`src/design/qrs_pkg.sv`:
```
// ----------------------------------------------------------------------------
// qrs_pkg
// Shared constants and controller/datapath interface types for the QRS
// beat detector.
// ----------------------------------------------------------------------------
package qrs_pkg;

  localparam int LP_DELAY = 11;
  localparam int HP_DELAY = 29;
  localparam int WIN_LEN  = 54;

  localparam int LP_SIZE  = 2 * LP_DELAY + 1;
  localparam int HP_SIZE  = 2 * HP_DELAY + 1;

  // High-pass divide by 2*HP_DELAY: reciprocal multiply plus one correction
  localparam int HP_DIV   = 2 * HP_DELAY;
  localparam int HP_SHIFT = 31 + $clog2(HP_DIV);
  localparam logic [31:0] HP_RECIP = 32'((64'd1 << HP_SHIFT) / HP_DIV);

  localparam int SUM_W     = 56;
  localparam int E_W       = 48;
  localparam int WIN_REM_W = $clog2(WIN_LEN);
  localparam int AVG_BITS  = 4;
  localparam int AVG_STEPS = SUM_W / AVG_BITS;
  localparam int RATE_STEPS = 8;
  localparam int CNT_W = $clog2((AVG_STEPS > RATE_STEPS) ? AVG_STEPS : RATE_STEPS);

  localparam logic [16:0]    DC_POLE   = 17'd65208;
  localparam logic [E_W-1:0] E_MAX     = {E_W{1'b1}};
  localparam logic [E_W-1:0] THR_RESET = E_W'(1000) << 16;
  localparam logic [E_W-1:0] SIG_RESET = E_W'(2000) << 16;

  localparam logic [9:0]  REFR_RESET    = 10'd72;
  localparam logic [15:0] TIMEOUT_RESET = 16'd720;
  localparam logic [10:0] FS_RESET      = 11'd360;

  localparam logic [1:0] CFG_REFRACTORY = 2'd0;
  localparam logic [1:0] CFG_TIMEOUT    = 2'd1;
  localparam logic [1:0] CFG_RATE       = 2'd2;

  typedef struct packed {
    logic load;
    logic dc;
    logic lp;
    logic div_a;
    logic div_b;
    logic hp;
    logic slope;
    logic square;
    logic avg;
    logic peak;
    logic thresh;
    logic rate_load;
    logic rate_step;
    logic decay;
    logic emit;
  } qrs_cmd_t;

  typedef struct packed {
    logic is_peak;
    logic rate_go;
    logic out_free;
  } qrs_stat_t;

endpackage

```
`src/design/qrs_ctrl.sv`:
```
// ----------------------------------------------------------------------------
// qrs_ctrl
// Sequencer that steps one sample through the detector datapath.
// ----------------------------------------------------------------------------
module qrs_ctrl (
  input  logic               clk,
  input  logic               rst,
  input  logic               s_tvalid,
  output logic               s_tready,
  output qrs_pkg::qrs_cmd_t  cmd,
  input  qrs_pkg::qrs_stat_t stat
);
  import qrs_pkg::*;

  localparam logic [3:0] ST_IDLE  = 4'd0;
  localparam logic [3:0] ST_DC    = 4'd1;
  localparam logic [3:0] ST_LP    = 4'd2;
  localparam logic [3:0] ST_DIVA  = 4'd3;
  localparam logic [3:0] ST_DIVB  = 4'd4;
  localparam logic [3:0] ST_HP    = 4'd5;
  localparam logic [3:0] ST_SLOPE = 4'd6;
  localparam logic [3:0] ST_SQ    = 4'd7;
  localparam logic [3:0] ST_AVG   = 4'd8;
  localparam logic [3:0] ST_PEAK  = 4'd9;
  localparam logic [3:0] ST_THR   = 4'd10;
  localparam logic [3:0] ST_RLOAD = 4'd11;
  localparam logic [3:0] ST_RDIV  = 4'd12;
  localparam logic [3:0] ST_DECAY = 4'd13;
  localparam logic [3:0] ST_OUT   = 4'd14;

  logic [3:0]       state, state_next;
  logic [CNT_W-1:0] cnt, cnt_next;

  always_ff @(posedge clk) begin
    if (rst) begin
      state <= ST_IDLE;
      cnt   <= '0;
    end else begin
      state <= state_next;
      cnt   <= cnt_next;
    end
  end

  always_comb begin
    cmd        = '0;
    state_next = state;
    cnt_next   = cnt;
    s_tready   = (state == ST_IDLE);
    case (state)
      ST_IDLE: begin
        if (s_tvalid) begin
          cmd.load   = 1'b1;
          state_next = ST_DC;
        end
      end
      ST_DC: begin
        cmd.dc     = 1'b1;
        state_next = ST_LP;
      end
      ST_LP: begin
        cmd.lp     = 1'b1;
        state_next = ST_DIVA;
      end
      ST_DIVA: begin
        cmd.div_a  = 1'b1;
        state_next = ST_DIVB;
      end
      ST_DIVB: begin
        cmd.div_b  = 1'b1;
        state_next = ST_HP;
      end
      ST_HP: begin
        cmd.hp     = 1'b1;
        state_next = ST_SLOPE;
      end
      ST_SLOPE: begin
        cmd.slope  = 1'b1;
        state_next = ST_SQ;
      end
      ST_SQ: begin
        cmd.square = 1'b1;
        cnt_next   = '0;
        state_next = ST_AVG;
      end
      ST_AVG: begin
        cmd.avg = 1'b1;
        if (cnt == CNT_W'(AVG_STEPS - 1)) begin
          state_next = ST_PEAK;
        end else begin
          cnt_next = cnt + 1'b1;
        end
      end
      ST_PEAK: begin
        cmd.peak   = 1'b1;
        state_next = stat.is_peak ? ST_THR : ST_DECAY;
      end
      ST_THR: begin
        cmd.thresh = 1'b1;
        state_next = stat.rate_go ? ST_RLOAD : ST_DECAY;
      end
      ST_RLOAD: begin
        cmd.rate_load = 1'b1;
        cnt_next      = '0;
        state_next    = ST_RDIV;
      end
      ST_RDIV: begin
        cmd.rate_step = 1'b1;
        if (cnt == CNT_W'(RATE_STEPS - 1)) begin
          state_next = ST_DECAY;
        end else begin
          cnt_next = cnt + 1'b1;
        end
      end
      ST_DECAY: begin
        cmd.decay  = 1'b1;
        state_next = ST_OUT;
      end
      ST_OUT: begin
        // hold until the output register is free
        if (stat.out_free) begin
          cmd.emit   = 1'b1;
          state_next = ST_IDLE;
        end
      end
      default: begin
        state_next = ST_IDLE;
      end
    endcase
  end

endmodule

```
`config.mk`:
```
export PLATFORM = sky130hd
export DESIGN_NAME = qrs_ctrl
export DESIGN_NICKNAME = d
export VERILOG_FILES = /design/src/design/qrs_pkg.sv /design/src/design/qrs_ctrl.sv
export SDC_FILE = /design/constraint.sdc
export NUM_CORES = 1
export LEC_CHECK = 0
export ABC_CLOCK_PERIOD_IN_PS = 1600
export BUFFER_PORTS_ARGS = -buffer_cell sky130_fd_sc_hd__buf_2
export CORE_MARGIN = 3
export CORE_UTILIZATION = 45
export CTS_CLUSTER_SIZE = 28
export DETAILED_ROUTE_END_ITERATION = 10
export PLACE_DENSITY = 0.72
export SLEW_MARGIN = 20
export SYNTH_ARGS = -nofsm -noshare
export SYNTH_HDL_FRONTEND = slang
export SYNTH_SLANG_ARGS = --single-unit
```
`constraint.sdc`:
```
create_clock -name clk -period 1.6 [get_ports clk]
set_clock_uncertainty 0.1 [all_clocks]
set_input_delay 0.24 -clock clk [delete_from_list [all_inputs] [get_ports clk]]
set_output_delay 0.24 -clock clk [all_outputs]
set_load 0.05 [all_outputs]
```
==> impl_metrics.json, run 1 <==
{
  "final_cell_mix": "13 x buf_6, 12 x buf_4, 6 x a21oi_1, 6 x buf_2",
  "cp.required_ps": 1260,
  "globalplace.congestion": 0.782,
  "critPathKind": "flop to primary output",
  "rrSetupSlack_ps": 100,
  "maxCapViolations": 0,
  "power_leakage_uw": 0.000443,
  "syn2layout_area_growth_pct": 59.6,
  "cp.arrival_ps": 1300,
  "synth_ff_type": "dfxtp_1",
  "netlist_area_um2": 674,
  "fin_crit_ps": 1640,
  "synthArstFlopShare_pct": 0,
  "port-buffer-count": 21,
  "cts_hold_buf": 0,
  "startpoint": "state[2]",
  "syn_inst": 89,
  "antenna_cells": 0,
  "ir_drop_uv": 683,
  "clk_root_buffer_cell": "clkbuf_4",
  "clock_sinks": 8,
  "cp_slowest_stage_delay_ps": 340,
  "cp_cell_sequence": "or2_4 > nor3_4 > and2_4 > buf_8",
  "timing.final.crit_share_pct": 102,
  "cts_buffer_depth": 2,
  "finalSetupViolCount": 4,
  "grt_pass1_vias": 788,
  "yosysSeqAreaShare_pct": 23.7,
  "yosysTopAreaCellShare_pct": 23.7,
  "clk_latency_ps": 260,
  "yosysTopAreaCell": "dfxtp_1",
  "p_per_area_nw_per_um2": 665,
  "clk_pin_slew_ps": 60,
  "wl_um": 2070,
  "overflow": 0,
  "r2r-start": "cnt[1]",
  "die_h_um": 44.7,
  "drt_pass1_iterations": 6,
  "dieArea_um2": 2000,
  "tightest_slew_ps": 319,
  "ys_warn_count": 0,
  "yosysUniqueCellTypes": 35,
  "start_kind": "flop",
  "wl_per_cell_um": 15.7,
  "crit_buf_inv": 1,
  "layout.nets": 127,
  "grt_usage_pct": 23.3,
  "place_ws_ps": 13.3,
  "critPathTopFamily": "simple AND/OR/NAND/NOR gates",
  "path_max_fanout": 5,
  "worst_slack_ps": -37.1,
  "r2r_cells": 6,
  "status": "complete, but fails checks",
  "vias_per_cell": 5.89,
  "grt_first_pass_wirelength_um": 3450,
  "fmax_mhz": 611,
  "fin_cells": 132,
  "finalHoldViolations": 0,
  "hpwl_um": 1400,
  "antenna_left": 0,
  "endpoint_kind": "primary output",
  "coreArea_um2": 1350,
  "start_util_pct": 50.0,
  "drv_slew": 0,
  "synth-edff-count": 0,
  "row_count": 13,
  "cp.depth": 4,
  "syn_nets": 97,
  "r2r-end": "cnt[1]",
  "syn_area_per_cell_um2": 7.58,
  "critPathSlowestCell": "dfxtp_2",
  "hold_class": "primary input to flop",
  "fin_util_pct": 79.7,
  "ys_seq_elements": 8,
  "holdWs_ps": 163,
  "ios": 22,
  "cts_tree": "yes",
  "slew_headroom_pct": 78.8,
  "layout_commonest_cell": "buf_6",
  "cts_max_level": 1,
  "vias": 778,
  "cts_inserted_buffers": 3,
  "antenna_found_initial": 0,
  "endpoint": "cmd[14]",
  "die_w_um": 44.7,
  "layout-drive-gt1-share_pct": 53.8,
  "place_inst": 126,
  "drc": 0,
  "first_iter_violations": 23,
  "failed_checks": "setup timing",
  "netlist_top_cells_area": "dfxtp_1 24%, nor2_1 7.2%, nand2b_1 5.6%",
  "grt_max_degree": 13,
  "rsz0062_at_grt": "yes"
}
[cell families after synthesis]
logic type               synth area share [%]
multiplexers                             3.71
buffers and inverters                    8.90
AO/OA/AOI/OAI                            16.1
adder cells (fa/ha/maj)                  3.71
AND/OR/NAND/NOR                          39.9
flip-flops                               23.7
XOR/XNOR                                 3.90
[cell type report]
cell class | instances | area (um^2)
multi-input combinational | 69 | 561
timing repair buffer | 32 | 282
fill | 95 | 274
sequential | 8 | 174
clock buffer | 3 | 22.5
inverter | 5 | 18.8
tap | 15 | 18.8
[cell usage after synthesis, drive strengths merged, types with 2 or more instances]
cell    instances
and3            2
nand2b          6
nand3b          3
a21oi           6
ha              2
nand2           3
inv             5
buf             6
nand3           2
nor3b           2
o22ai           2
xor2            3
nor2           13
dfxtp           8
o211ai          2
nand4b          2
nor3            9
o21ai           2
[layer usage]
metal  track usage [%]  part of all wire [%]  vias up
met5                 0                     0        -
met4              13.9                   1.2        0
met3              1.59                   7.0        4
met2              41.3                    52       36
met1              27.2                    40      364
li1                  -                     -      374
[flip-flops by register name (all words and copies together), names as in the netlist]
signal	count
cnt	4
state	4
[how the worst min path moves through the flow]
stage                  from  endpoint  cells past startpoint
floorplan           stat[0]  state[2]                      3
global placement        rst  state[1]                      2
detailed placement      rst  state[1]                      2
CTS                     rst    cnt[1]                      2
global route            rst    cnt[1]                      2
finish                  rst    cnt[1]                      2
[stage by stage]
stage,area (um^2),TNS [ps],power [uW]
floorplan,769,-645,453
global placement,905,0,509
detailed placement,905,0,515
CTS,1030,-124,708
global route,1080,-493,747
finish,1080,-93.2,715
[repair_timing]
action / 4_1_cts / 5_1_grt
buffers inserted: 2 / 1
pin swaps: 3 / 2
setup endpoints to repair: 16 / 17
resized for setup: 32 / 11
[worst reg2reg max path: stages, from the launching register on]
cell and delay (ps):
dfxtp_1 330, inv_1 80, ha_1 170, nand3_1 120, o211ai_2 230, mux2_4 320, nor3_2 90
[power breakdown]
| part | internal [uW] | switching, uW | leakage [uW] |
|---|---|---|---|
| registers | 210 | 21.7 | 0.0000680 |
| clock network | 85.8 | 68.3 | 0.0000138 |
| logic | 131 | 199 | 0.000361 |
| total | 427 | 289 | 0.000443 |
Power figures use the tool's default switching activity.
==> run 2: changes to the inputs <==
--- a/config.mk
+++ b/config.mk
@@ -7,11 +7,13 @@
 export LEC_CHECK = 0
 export ABC_CLOCK_PERIOD_IN_PS = 1600
 export BUFFER_PORTS_ARGS = -buffer_cell sky130_fd_sc_hd__buf_2
+export CELL_PAD_IN_SITES_DETAIL_PLACEMENT = 1
+export CELL_PAD_IN_SITES_GLOBAL_PLACEMENT = 2
 export CORE_MARGIN = 3
-export CORE_UTILIZATION = 45
+export CORE_UTILIZATION = 26
 export CTS_CLUSTER_SIZE = 28
 export DETAILED_ROUTE_END_ITERATION = 10
-export PLACE_DENSITY = 0.72
+export PLACE_DENSITY_LB_ADDON = 0.1
 export SLEW_MARGIN = 20
 export SYNTH_ARGS = -nofsm -noshare
 export SYNTH_HDL_FRONTEND = slang
==> impl_metrics.json, run 2 (same netlist as run 1, synthesis figures left out) <==
{
  "status": "complete, but fails checks",
  "failed_checks": "setup timing",
  "layout-drive-gt1-share_pct": 55.1,
  "syn2layout_area_growth_pct": 75.0,
  "clock_sinks": 8,
  "wl_per_cell_um": 15.6,
  "top_regs": "cnt (4), state (4)",
  "place_inst": 140,
  "fin_cells": 146,
  "r2r-end": "cnt[1]",
  "rsz0062_at_grt": "yes",
  "row_count": 17,
  "whs_path_depth": 2,
  "vias_per_cell": 5.18,
  "vias": 756,
  "clk_pin_slew_ps": 60,
  "grt_usage_pct": 13.6,
  "finalSetupViolCount": 5,
  "cts_hold_buf": 0,
  "antenna_cells": 0,
  "finalHoldViolations": 0,
  "wl_um": 2270,
  "fin_crit_ps": 1630,
  "layout.nets": 128,
  "dieArea_um2": 3240,
  "grt_pass1_vias": 781,
  "critPathTopFamily": "simple AND/OR/NAND/NOR gates",
  "busiest_layer": "met2",
  "cts_inserted_buffers": 3,
  "tightest_slew_ps": 307,
  "r2r_cells": 5,
  "drt_pass1_iterations": 4,
  "cp_slowest_stage_delay_ps": 340,
  "die_w_um": 56.9,
  "port-buffer-count": 21,
  "cp.arrival_ps": 1290,
  "start_util_pct": 28.8,
  "r2r-start": "cnt[0]",
  "power_uw": 752,
  "globalplace.congestion": 0.727,
  "critPathKind": "flop to primary output",
  "hold_class": "primary input to flop",
  "ios": 22,
  "antenna_found_initial": 0,
  "clk_root_buffer_cell": "clkbuf_4",
  "power_leakage_uw": 0.000463,
  "critPathSlowestCell": "dfxtp_2",
  "rrSetupSlack_ps": 110,
  "cts_buffer_depth": 2,
  "fmax_mhz": 612,
  "cp.required_ps": 1260,
  "clk_latency_ps": 250,
  "path_max_fanout": 5,
  "final_cell_mix": "10 x buf_6, 10 x buf_4, 9 x nor2_4, 6 x buf_2",
  "cp_cell_sequence": "or2_4 > nor3_4 > and2_4 > buf_8",
  "maxCapViolations": 0,
  "overflow": 0,
  "drv_slew": 0,
  "slew_headroom_pct": 79.5,
  "drc": 0,
  "grtUsageMet3_pct": 3.62,
  "endpoint_kind": "primary output",
  "start_kind": "flop",
  "antenna_left": 0,
  "hold-path-endpoint": "state[1]",
  "die_h_um": 56.9,
  "grtUsageMet1_pct": 17.9,
  "met2_usage_pct": 23.2,
  "p_per_area_nw_per_um2": 638,
  "crit_buf_inv": 1,
  "cts_tree": "yes",
  "min-delay-start": "rst",
  "grt_max_degree": 13,
  "timing.final.crit_share_pct": 102,
  "cts_max_level": 1,
  "worst_slack_ps": -33.0,
  "hpwl_um": 1660,
  "ir_drop_uv": 482,
  "coreArea_um2": 2340,
  "grt_first_pass_wirelength_um": 3620,
  "first_iter_violations": 5
}
run 2: cell types whose count changed in the layout (fill, tap and decap cells not counted), sizes merged:
cell  previous run  this run
buf             32        33
run 2: power by group:
| group | switching, uW | internal [uW] |
|---|---|---|
| combinational | 226 | 148 |
| sequential | 11.1 | 208 |
| clock | 73.1 | 86.2 |
run 2: area by class of cell:
class | instances | area, um^2
Multi-Input combinational cell | 69 | 604
Clock buffer | 3 | 22.5
Tap cell | 28 | 35.0
Sequential cell | 8 | 166
Fill cell | 273 | 1160
Timing Repair Buffer | 33 | 333
Inverter | 5 | 18.8
run 2: how the worst max path moves through the flow:
stage / startpoint / to / slack (ps) / cells past startpoint
2_1_floorplan: state[1] / cmd[14] / -290 / 4
3_5_place_dp: state[3] / cmd[7] / 50 / 4
6_report: state[2] / cmd[14] / -30 / 4
3_3_place_gp: state[2] / cmd[14] / 80 / 4
5_1_grt: state[2] / cmd[14] / -100 / 4
4_1_cts: state[2] / cmd[14] / -50 / 4
run 2: repair_timing:
action,4_1_cts,5_1_grt
setup endpoints to repair,16,17
gates resized for setup,41,13
setup buffers,2,1
pin swaps,5,3
run 2: metal layers:
metal | vias to the layer above | routed length (um)
met3 | 2 | 70
li1 | 377 | -
met4 | 0 | 19
met5 | - | 0
met1 | 362 | 1050
met2 | 15 | 1140
run 2: through the flow:
| stage | area (um^2) | util, % | hold slack, ps | setup TNS, ps | setup WS (ps) |
|---|---|---|---|---|---|
| after global placement | 953 | 40.7 | 447 | 0 | 82.7 |
| final | 1180 | 50.4 | 174 | -74.6 | -33.0 |
| after detailed placement | 953 | 40.7 | 446 | 0 | 47.8 |
| after global routing | 1180 | 50.4 | 177 | -707 | -102 |
| after CTS | 1120 | 47.9 | 169 | -154 | -45.7 |
| after floorplan | 769 | - | 374 | -645 | -294 |
